File: src/rtl/core/dza_pkg.sv
// Types and constants of the distance zone alarm driver.
package dza_pkg;

    localparam int DIST_BITS = 10;
    localparam int TIME_BITS = 32;
    localparam int THR_BITS  = 10;
    localparam int PER_BITS  = 16;

    // Compare widths: wide enough for both operands.
    localparam int DCMP_BITS = (DIST_BITS > THR_BITS) ? DIST_BITS : THR_BITS;
    localparam int TCMP_BITS = (TIME_BITS > PER_BITS) ? TIME_BITS : PER_BITS;

    localparam int APB_ADDR_BITS = 5;
    localparam int APB_DATA_BITS = 32;
    localparam int REG_IDX_BITS  = 3;

    // No-echo code; only meaningful when it fits the distance field.
    localparam int                   NO_ECHO_VALUE = 999;
    localparam logic                 NO_ECHO_FITS  = (NO_ECHO_VALUE < (1 << DIST_BITS));
    localparam logic [DIST_BITS-1:0] NO_ECHO_CM    = DIST_BITS'(NO_ECHO_VALUE);

    localparam logic [THR_BITS-1:0] FAR_RESET   = THR_BITS'(30);
    localparam logic [THR_BITS-1:0] NEAR_RESET  = THR_BITS'(10);
    localparam logic [THR_BITS-1:0] CLOSE_RESET = THR_BITS'(5);
    localparam logic [PER_BITS-1:0] SLOW_RESET  = PER_BITS'(500);
    localparam logic [PER_BITS-1:0] FAST_RESET  = PER_BITS'(150);
    localparam logic [PER_BITS-1:0] MUTE_RESET  = PER_BITS'(3000);

    typedef enum logic [REG_IDX_BITS-1:0] {
        REG_FAR   = 3'd0,
        REG_NEAR  = 3'd1,
        REG_CLOSE = 3'd2,
        REG_SLOW  = 3'd3,
        REG_FAST  = 3'd4,
        REG_MUTE  = 3'd5
    } t_reg_idx;

    typedef struct packed {
        logic [THR_BITS-1:0] far_threshold;
        logic [THR_BITS-1:0] near_threshold;
        logic [THR_BITS-1:0] close_threshold;
        logic [PER_BITS-1:0] slow_period_ms;
        logic [PER_BITS-1:0] fast_period_ms;
        logic [PER_BITS-1:0] mute_hold_ms;
    } t_cfg;

    typedef struct packed {
        logic [DIST_BITS-1:0] distance_cm;
        logic [TIME_BITS-1:0] now_ms;
    } t_item;

    typedef struct packed {
        logic green_on;
        logic yellow_on;
        logic red_on;
        logic buzzer_on;
    } t_result;

endpackage

File: src/rtl/core/dza_cfg_regs.sv
// APB configuration registers of the distance zone alarm driver.
module dza_cfg_regs
    import dza_pkg::*;
(
    input  logic                     i_clk,
    input  logic                     i_rst_n,
    input  logic                     psel,
    input  logic                     penable,
    input  logic                     pwrite,
    input  logic [APB_ADDR_BITS-1:0] paddr,
    input  logic [APB_DATA_BITS-1:0] pwdata,
    output logic [APB_DATA_BITS-1:0] prdata,
    output logic                     pready,
    output t_cfg                     o_cfg
);

    t_cfg     r_cfg;
    t_cfg     n_cfg;
    t_reg_idx idx;
    logic     wr_en;

    assign idx    = t_reg_idx'(paddr[APB_ADDR_BITS-1:2]);
    assign wr_en  = psel && penable && pwrite;
    assign pready = 1'b1;
    assign o_cfg  = r_cfg;

    always_comb begin
        n_cfg = r_cfg;
        if (wr_en) begin
            unique case (idx)
                REG_FAR:   n_cfg.far_threshold   = pwdata[THR_BITS-1:0];
                REG_NEAR:  n_cfg.near_threshold  = pwdata[THR_BITS-1:0];
                REG_CLOSE: n_cfg.close_threshold = pwdata[THR_BITS-1:0];
                REG_SLOW:  n_cfg.slow_period_ms  = pwdata[PER_BITS-1:0];
                REG_FAST:  n_cfg.fast_period_ms  = pwdata[PER_BITS-1:0];
                REG_MUTE:  n_cfg.mute_hold_ms    = pwdata[PER_BITS-1:0];
                default:   n_cfg = r_cfg;
            endcase
        end
    end

    always_comb begin
        unique case (idx)
            REG_FAR:   prdata = APB_DATA_BITS'(r_cfg.far_threshold);
            REG_NEAR:  prdata = APB_DATA_BITS'(r_cfg.near_threshold);
            REG_CLOSE: prdata = APB_DATA_BITS'(r_cfg.close_threshold);
            REG_SLOW:  prdata = APB_DATA_BITS'(r_cfg.slow_period_ms);
            REG_FAST:  prdata = APB_DATA_BITS'(r_cfg.fast_period_ms);
            REG_MUTE:  prdata = APB_DATA_BITS'(r_cfg.mute_hold_ms);
            default:   prdata = '0;
        endcase
    end

    always_ff @(posedge i_clk) begin
        if (!i_rst_n) begin
            r_cfg.far_threshold   <= FAR_RESET;
            r_cfg.near_threshold  <= NEAR_RESET;
            r_cfg.close_threshold <= CLOSE_RESET;
            r_cfg.slow_period_ms  <= SLOW_RESET;
            r_cfg.fast_period_ms  <= FAST_RESET;
            r_cfg.mute_hold_ms    <= MUTE_RESET;
        end else begin
            r_cfg <= n_cfg;
        end
    end

endmodule

File: src/rtl/core/dza_track.sv
// Zone decode, blink and mute tracking state of the distance zone alarm driver.
module dza_track
    import dza_pkg::*;
(
    input  logic    i_clk,
    input  logic    i_rst_n,
    input  logic    i_advance,
    input  t_item   i_item,
    input  t_cfg    i_cfg,
    output t_result o_result
);

    logic [DIST_BITS-1:0] r_prev_dist,  n_prev_dist;
    logic [TIME_BITS-1:0] r_unch_since, n_unch_since;
    logic                 r_mute,       n_mute;
    logic [TIME_BITS-1:0] r_last_tog,   n_last_tog;
    logic                 r_phase,      n_phase;

    logic                 echo;
    logic                 same;
    logic [TIME_BITS-1:0] mute_elapsed;
    logic [TIME_BITS-1:0] blink_elapsed;
    logic [DCMP_BITS-1:0] dist_w;
    logic                 zone_far, zone_mid, zone_near, zone_vnear;
    logic [PER_BITS-1:0]  period;
    logic                 toggle;
    logic                 phase_now;
    logic                 mute_now;

    assign echo   = !(NO_ECHO_FITS && (i_item.distance_cm == NO_ECHO_CM));
    assign same   = (i_item.distance_cm == r_prev_dist);
    assign dist_w = DCMP_BITS'(i_item.distance_cm);

    assign mute_elapsed  = i_item.now_ms - r_unch_since;
    assign blink_elapsed = i_item.now_ms - r_last_tog;

    // Zones in decreasing distance order; misordered thresholds fall through.
    assign zone_far   = dist_w > DCMP_BITS'(i_cfg.far_threshold);
    assign zone_mid   = !zone_far && (dist_w > DCMP_BITS'(i_cfg.near_threshold));
    assign zone_near  = !zone_far && !zone_mid
                        && (dist_w > DCMP_BITS'(i_cfg.close_threshold));
    assign zone_vnear = !zone_far && !zone_mid && !zone_near;

    assign period    = zone_mid ? i_cfg.slow_period_ms : i_cfg.fast_period_ms;
    assign toggle    = (zone_mid || zone_near)
                       && (TCMP_BITS'(blink_elapsed) >= TCMP_BITS'(period));
    assign phase_now = toggle ? !r_phase : r_phase;
    assign mute_now  = same ? (r_mute || (TCMP_BITS'(mute_elapsed)
                                          > TCMP_BITS'(i_cfg.mute_hold_ms)))
                            : 1'b0;

    always_comb begin
        n_prev_dist  = r_prev_dist;
        n_unch_since = r_unch_since;
        n_mute       = r_mute;
        n_last_tog   = r_last_tog;
        n_phase      = r_phase;
        if (i_advance && echo) begin
            n_mute  = mute_now;
            n_phase = phase_now;
            if (!same) begin
                n_prev_dist  = i_item.distance_cm;
                n_unch_since = i_item.now_ms;
            end
            if (toggle) begin
                n_last_tog = i_item.now_ms;
            end
        end
    end

    always_comb begin
        o_result.green_on  = echo && zone_far;
        o_result.yellow_on = echo && zone_mid && phase_now;
        o_result.red_on    = echo && ((zone_near && phase_now) || zone_vnear);
        o_result.buzzer_on = (o_result.yellow_on || o_result.red_on) && !mute_now;
    end

    always_ff @(posedge i_clk) begin
        if (!i_rst_n) begin
            r_prev_dist  <= NO_ECHO_CM;
            r_unch_since <= '0;
            r_mute       <= 1'b0;
            r_last_tog   <= '0;
            r_phase      <= 1'b0;
        end else begin
            r_prev_dist  <= n_prev_dist;
            r_unch_since <= n_unch_since;
            r_mute       <= n_mute;
            r_last_tog   <= n_last_tog;
            r_phase      <= n_phase;
        end
    end

endmodule

File: src/rtl/core/distance_zone_alarm_driver.sv
// Top level of the distance zone alarm driver: input register, tracker, result register.
//
//   channel   direction   handshake                          payload
//   ------------------------------------------------------------------------------------
//   input     in          i_valid / o_stall                  i_distance_cm, i_now_ms
//   result    out         o_valid / i_stall                  o_green_on, o_yellow_on,
//                                                             o_red_on, o_buzzer_on
//   config    in          psel / penable / pwrite / pready   paddr, pwdata, prdata
//
// One word is taken every clock cycle while o_stall is low. A word passes through the input
// register and then the result register, which holds it while i_stall is high.
// The single pass through the tracker sets the rate; its state advances with each word that has an echo.
// Reset (i_rst_n low, synchronous) empties both registers and restores the
// configuration and tracking state. A stall on the result side holds the result
// register; o_stall rises only when the input register is full and cannot drain.
module distance_zone_alarm_driver
    import dza_pkg::*;
(
    input  logic                     i_clk,
    input  logic                     i_rst_n,

    input  logic                     i_valid,
    output logic                     o_stall,
    input  logic [DIST_BITS-1:0]     i_distance_cm,
    input  logic [TIME_BITS-1:0]     i_now_ms,

    output logic                     o_valid,
    input  logic                     i_stall,
    output logic                     o_green_on,
    output logic                     o_yellow_on,
    output logic                     o_red_on,
    output logic                     o_buzzer_on,

    input  logic                     psel,
    input  logic                     penable,
    input  logic                     pwrite,
    input  logic [APB_ADDR_BITS-1:0] paddr,
    input  logic [APB_DATA_BITS-1:0] pwdata,
    output logic [APB_DATA_BITS-1:0] prdata,
    output logic                     pready
);

    t_cfg    cfg;
    t_result result;

    logic    r_s1_valid, n_s1_valid;
    t_item   r_s1_item;
    logic    r_out_valid, n_out_valid;
    t_result r_out;

    logic    out_free;
    logic    s1_move;
    logic    in_take;

    dza_cfg_regs u_cfg_regs (
        .i_clk   (i_clk),
        .i_rst_n (i_rst_n),
        .psel    (psel),
        .penable (penable),
        .pwrite  (pwrite),
        .paddr   (paddr),
        .pwdata  (pwdata),
        .prdata  (prdata),
        .pready  (pready),
        .o_cfg   (cfg)
    );

    // Tracking state advances only when the input register hands its word on and that word has an echo.
    dza_track u_track (
        .i_clk     (i_clk),
        .i_rst_n   (i_rst_n),
        .i_advance (s1_move),
        .i_item    (r_s1_item),
        .i_cfg     (cfg),
        .o_result  (result)
    );

    // Result register frees up when empty or being taken this cycle.
    assign out_free = !r_out_valid || !i_stall;
    assign s1_move  = r_s1_valid && out_free;
    assign o_stall  = r_s1_valid && !out_free;
    assign in_take  = i_valid && !o_stall;

    assign n_s1_valid  = in_take || (r_s1_valid && !s1_move);
    assign n_out_valid = s1_move || (r_out_valid && i_stall);

    always_ff @(posedge i_clk) begin
        if (!i_rst_n) begin
            r_s1_valid  <= 1'b0;
            r_out_valid <= 1'b0;
        end else begin
            r_s1_valid  <= n_s1_valid;
            r_out_valid <= n_out_valid;
        end
    end

    // Payload registers: load on transfer, hold otherwise.
    always_ff @(posedge i_clk) begin
        if (in_take) begin
            r_s1_item.distance_cm <= i_distance_cm;
            r_s1_item.now_ms      <= i_now_ms;
        end
        if (s1_move) begin
            r_out <= result;
        end
    end

    assign o_valid     = r_out_valid;
    assign o_green_on  = r_out.green_on;
    assign o_yellow_on = r_out.yellow_on;
    assign o_red_on    = r_out.red_on;
    assign o_buzzer_on = r_out.buzzer_on;

endmodule

File: config.mk
export PLATFORM = sky130hd
export DESIGN_NAME = distance_zone_alarm_driver
export DESIGN_NICKNAME = d
export VERILOG_FILES = /design/src/rtl/core/dza_pkg.sv /design/src/rtl/core/dza_cfg_regs.sv /design/src/rtl/core/dza_track.sv /design/src/rtl/core/distance_zone_alarm_driver.sv
export SDC_FILE = /design/constraint.sdc
export NUM_CORES = 1
export LEC_CHECK = 0
export BUFFER_PORTS_ARGS = -buffer_cell sky130_fd_sc_hd__buf_2
export CORE_ASPECT_RATIO = 0.6
export CORE_UTILIZATION = 50
export DETAILED_ROUTE_END_ITERATION = 8
export GPL_TIMING_DRIVEN = 0
export HOLD_SLACK_MARGIN = 0.03
export PLACE_DENSITY = 0.72
export SLEW_MARGIN = 0
export SYNTH_ARGS = -nofsm -noshare
export SYNTH_HDL_FRONTEND = slang
export SYNTH_SLANG_ARGS = --single-unit
export TNS_END_PERCENT = 30
File: constraint.sdc
create_clock -name i_clk -period 6.1 [get_ports i_clk]
set_input_delay 1.22 -clock i_clk [delete_from_list [all_inputs] [get_ports i_clk]]
set_output_delay 1.22 -clock i_clk [all_outputs]
set_load 0.05 [all_outputs]
# == Yosys cells after proc, flatten, opt, wreduce, memory -nomap -nowiden ==
# Cells that the tools add are included.
# totals
out_inout_bits,39
reg_bits,202
in_bits,86
wordCells,84
# classes
n_lt_le_gt_ge,5
addsub,2
n_bitwise,1
reduce_logical,46
n_mux,4
n_eq_ne,7
# ops
cell,n
$pmux W16 S6,1
$sub A32 B32 Y32,2
$ge A32 B16 Y1,1
$gt A32 B16 Y1,1
$gt A10 B10 Y1,3
$logic_and A1 B1 Y1,19
$mux W16,1
$reduce_and A2 Y1,8
$logic_not A1 Y1,11
$eq A10 B10 Y1,1
$eq A10 B10 Y1 const B,1
$logic_or A1 B1 Y1,7
$eq A3 B2 Y1 const B,2
$eq A3 B3 Y1 const B,2
$eq A3 B1 Y1 const B,1
$logic_not A3 Y1,1
$mux W1,2
$not A1 Y1,1

# == Depth between registers and ports, before layout ==
# depth
depth_word,14
ltp_mapped,26
ltp_nobuf,23

# == Hierarchy ==
# A second synthesis with hierarchy kept.
# hier_totals
cells_unflattened,1580
area_unflattened_um2,13824.5
# modules_own_cells
mod,area_per_inst_um2,n_inst,cells_each,seq_area_each_um2
dza_track,8582.0,1,1139,1521.5
dza_cfg_regs,3777.4,1,387,1561.5
distance_zone_alarm_driver,1465.2,1,54,1421.4

# == Worst setup path before layout ==
# No wires, ideal clock.
# synth_path
path_type,register to register
startpoint,reg r_s1_item[33] (netlist bit)
endpoint,reg u_track.r_last_tog[10]
setup_slack_ps,937
arrival_time_ps,5091
path_stages_with_launch,26
cell_sequence,edfxtp_1 ha_1 nor2b_1 o21a_1 o21ai_0 a21oi_1 o31a_1 o21a_1 o21a_1 o21ai_0 nand2_1 clkbuf_1 mux2i_1 ha_1 o21ai_0 a21oi_1 o21ai_0 a211o_1 a2111oi_0 a2111o_1 nor4_1 and4_1 nor4b_2 buf_6 buf_6 mux2i_1
# synth_between
elab_chain_cells,9
word_cells_on_any_way,16
classes_between,4 x order compare; 1 x eq/ne; 1 x mux; 10 x reduce/logical
# synth_rtl
element,line_no,text
start: declaration,distance_zone_alarm_driver.sv:47,t_item r_s1_item;
branches (longest 8 deep; another with $ge A32 B16 Y1),n/a,
$reduce_and A2 Y1 (no source line) *,n/a,
end signal: assignment,dza_track.sv:89,r_last_tog <= n_last_tog;
end: declaration,dza_track.sv:16,"logic [TIME_BITS-1:0] r_last_tog, n_last_tog;"
# Mark *: on every way between the ends.
# A chain may end at the register's enable or synchronous reset.

# == Worst setup path after layout ==
# layout_path
startpoint,reg r_s1_item[33] (netlist bit)
endpoint,reg u_track.r_last_tog[30]
# Same word-level chain as after synthesis.

==> results.md <==
- YS warnings: 0
- Cell Count, Final, Fillers Out: between 2,000 and 2,500
- Fin crit period: 5840 ps
- Pleak: 6.09 nW
- Total gr overflow: 0
- Max_cap viols: 0
- Synth top area share: 0.231
- Post-DRT Antenna Nets: 0
- Worst skew pair latency: 540 ps
- CTS H-tree depth: 1
- Die area: between 20,000 and 30,000 um2
- Final Hold Fails: 0
- Hpwl dp: about 33,000 um
- Final setup margin: between 200 and 300 ps
- Peak supply drop: approximately 0.24 mV
- Main synth FF type: dfxtp_1
- Count leader, synth: nand2_1
- Critical path launch point: r_s1_item[33]$_DFFE_PP_
- Mean Syn Cell Area: ~8.3 um2
- Design area: between 15,000 and 20,000 um2
- DRC violations left: 0
- Total CTS buffers: 21
- Post-synthesis cell area: 13,500 um2
- N_diodes: 0
- Max Slew Vio Count: 0
- Largest net degree at the start of global routing: 31
- DR WL/cell: between 15 and 20 um
- Worst Hold Margin: 460 ps
- CP required: 6500 ps
- Synth top area cells: dfxtp_1 (23%), ha_1 (12%), edfxtp_1 (10%)
- Unique masters post-synth: 72
- Status: finished clean
- Initial antenna violation count: 0
- Routed vias/inst: 5.82
- Worst hold path type: reg -> reg
- Reg clk slew, reported paths: ~60 ps
- Post-Place Cells: approximately 2,100
- Total power: between 0.003 and 0.004 W
- Power Dens Cells: 233 nW/um2
- Initial Util: 0.510
- Area leader, netlist: dfxtp_1
- Crit Reg-Reg Endpoint: u_track.r_last_tog[30]$_SDFFE_PN0P_
- Root buffer cell: clkbuf_16
- Fin nets: just under 2,000
- I/O Buffers: between 80 and 90
- Vias in the first global route: between 10,000 and 15,000
- Core Rows: 46
- Core area: roughly 26,000 um2
- Max Freq: between 0.15 and 0.2 GHz
- Setup Viol. Count Final: 0
- Relative slew slack: 0.232
- RSZ-0062 raised after global routing: false
- Post-CTS Setup Bufs: 0
- Register bit total from synthesis: approximately 200
- Placed Area: roughly 14,000 um2
- CP arrival: about 6300 ps
- Worst r2r src: r_s1_item[33]$_DFFE_PP_
- CTS max path bufs: 3
- DRT Wirelength: between 40,000 and 50,000 um
- Worst Reg-to-Reg Cells: 23
- Drt initial violations: around 1,300
- Critical-path maximum fanout: 10
- Die span in x: around 210 um
- Worst reg2reg setup slack: about 260 ps
- First-pass GRT wire length: roughly 64,000 um
- Element type at the critical path end: register
- Clock sink count: 202
- Crit path to: u_track.r_last_tog[30]$_SDFFE_PN0P_
- IO Count: 125
- Die Y: between 100 and 150 um
- Most frequent cells after synthesis: nand2_1 (280), dfxtp_1 (156), inv_1 (134), a21oi_1 (128), ha_1 (124)
- Cell count after synthesis: 1,635
- Fin crit share: 0.958
- Crit path kind: reg -> reg
- Worst-Margin Slew: approximately 1100 ps
- Layout cell share with drive strength beyond 1: 0.0940
- Via count: between 10,000 and 15,000
- Sequential element share of the synthesized area: 0.334
- Post-synth EDFFs: between 40 and 50
- Ys async rst share: 0
- Total GRT Usage: 0.297
- Pre-CTS setup slack: -559 ps
- CP startpoint kind: register
- Clock skew: around 25 ps
- Area Overhead vs Synth: 12.3%
- First-pass detailed-route iteration total: 5
- GPL Wtd Cong: approximately 1.0
- TritonCTS clock tree: built
[worst max-delay path, cell delays in order, from the launching register on]
cell,delay [ps]
edfxtp_1,510
ha_1,340
nor2b_1,130
o21a_1,150
o21ai_0,140
a21oi_1,90
o31a_1,230
o21a_1,170
o21a_1,170
o21ai_2,220
nand2_2,240
clkbuf_4,320
mux2i_2,380
ha_1,320
a211o_1,280
a2111oi_0,470
a2111oi_1,200
a2111o_1,310
nor4_1,180
and4_1,330
nor4b_2,80
buf_6,160
buf_6,160
mux2i_1,120
[metrics by stage]
step | setup TNS (ps) | utilization
2_1_floorplan | 0 | -
3_3_place_gp | -20870 | 0.545
3_5_place_dp | -18880 | 0.546
4_1_cts | 0 | 0.572
5_1_grt | 0 | 0.572
6_report | 0 | 0.572
[metal layers]
metal	global-route usage	vias up	routed length, um
li1	-	5977	-
met1	0.475	5859	20700
met2	0.387	552	14900
met3	0.0798	53	5010
met4	0.0471	0	670
met5	0	-	0
[cell type report]
type                            count  area [um2]
Fill cell                        2457       11300
Multi-Input combinational cell   1224        8160
Sequential cell                   202        4500
Clock buffer                       28         562
Inverter                          135         507
Timing Repair Buffer               88         455
Tap cell                          360         450
Buffer                             89         433
Clock inverter                     10        83.8
[placed cells by master, fill, tap and decap left out, drive strengths merged, types with 16 or more instances in the layout]
cell	count
nand2	280
dfxtp	156
inv	136
a21oi	128
ha	124
mux2i	114
buf	114
nor2	106
clkbuf	91
o21ai	55
edfxtp	46
nand3	40
xnor2	31
a21o	31
nand4	27
o211ai	25
o21a	22
nor3	20
xor2	17
conb	17
a31oi	16
[report_power, final]
part	switching (W)	total [W]	internal (W)
Combinational	0.000502	0.000805	0.000303
Sequential	0.0000494	0.00146	0.00142
Clock	0.000573	0.00127	0.000694
Total	0.00112	0.00354	0.00241
[logic make-up after synthesis]
| family | share of synthesized area |
|---|---|
| compound gates | 0.181 |
| xor+xnor | 0.0312 |
| fa+ha+maj | 0.118 |
| buf+inv | 0.0694 |
| flops | 0.334 |
| mux | 0.0929 |
| other cells | 0.000557 |
| simple gates | 0.173 |
[how the worst min path moves through the flow]
stage | from | slack [ps] | end | cells after the start
after floorplan | u_track.r_last_tog[10]$_SDFFE_PN0P_ | 430 | u_track.r_last_tog[10]$_SDFFE_PN0P_ | 2
after global placement | u_track.r_last_tog[28]$_SDFFE_PN0P_ | 440 | u_track.r_last_tog[28]$_SDFFE_PN0P_ | 2
after detailed placement | u_track.r_last_tog[8]$_SDFFE_PN0P_ | 450 | u_track.r_last_tog[8]$_SDFFE_PN0P_ | 2
after CTS | u_track.r_last_tog[23]$_SDFFE_PN0P_ | 460 | u_track.r_last_tog[23]$_SDFFE_PN0P_ | 2
after global routing | u_track.r_last_tog[17]$_SDFFE_PN0P_ | 470 | u_track.r_last_tog[17]$_SDFFE_PN0P_ | 2
final | u_track.r_last_tog[21]$_SDFFE_PN0P_ | 460 | u_track.r_last_tog[21]$_SDFFE_PN0P_ | 2
[what timing repair did]
| item | in CTS | in global routing |
|---|---|---|
| hold buffers | 0 | 0 |
| resized for setup | 8 | 6 |
| setup endpoints to repair | 36 | 36 |
| hold endpoints to repair | 0 | 0 |
| gates cloned | 0 | 0 |
[registers in the layout (all words and copies together) (netlist names)]
signal	flops
o_red_on	1
u_track.r_unch_since	32
u_cfg_regs.o_cfg	78
o_green_on	1
o_buzzer_on	1
u_track.r_prev_dist	10
u_track.r_phase	1
r_s1_valid	1
r_s1_item	42
o_valid	1
u_track.r_last_tog	32
o_yellow_on	1
u_track.r_mute	1
(Power assumes the default switching activity.)
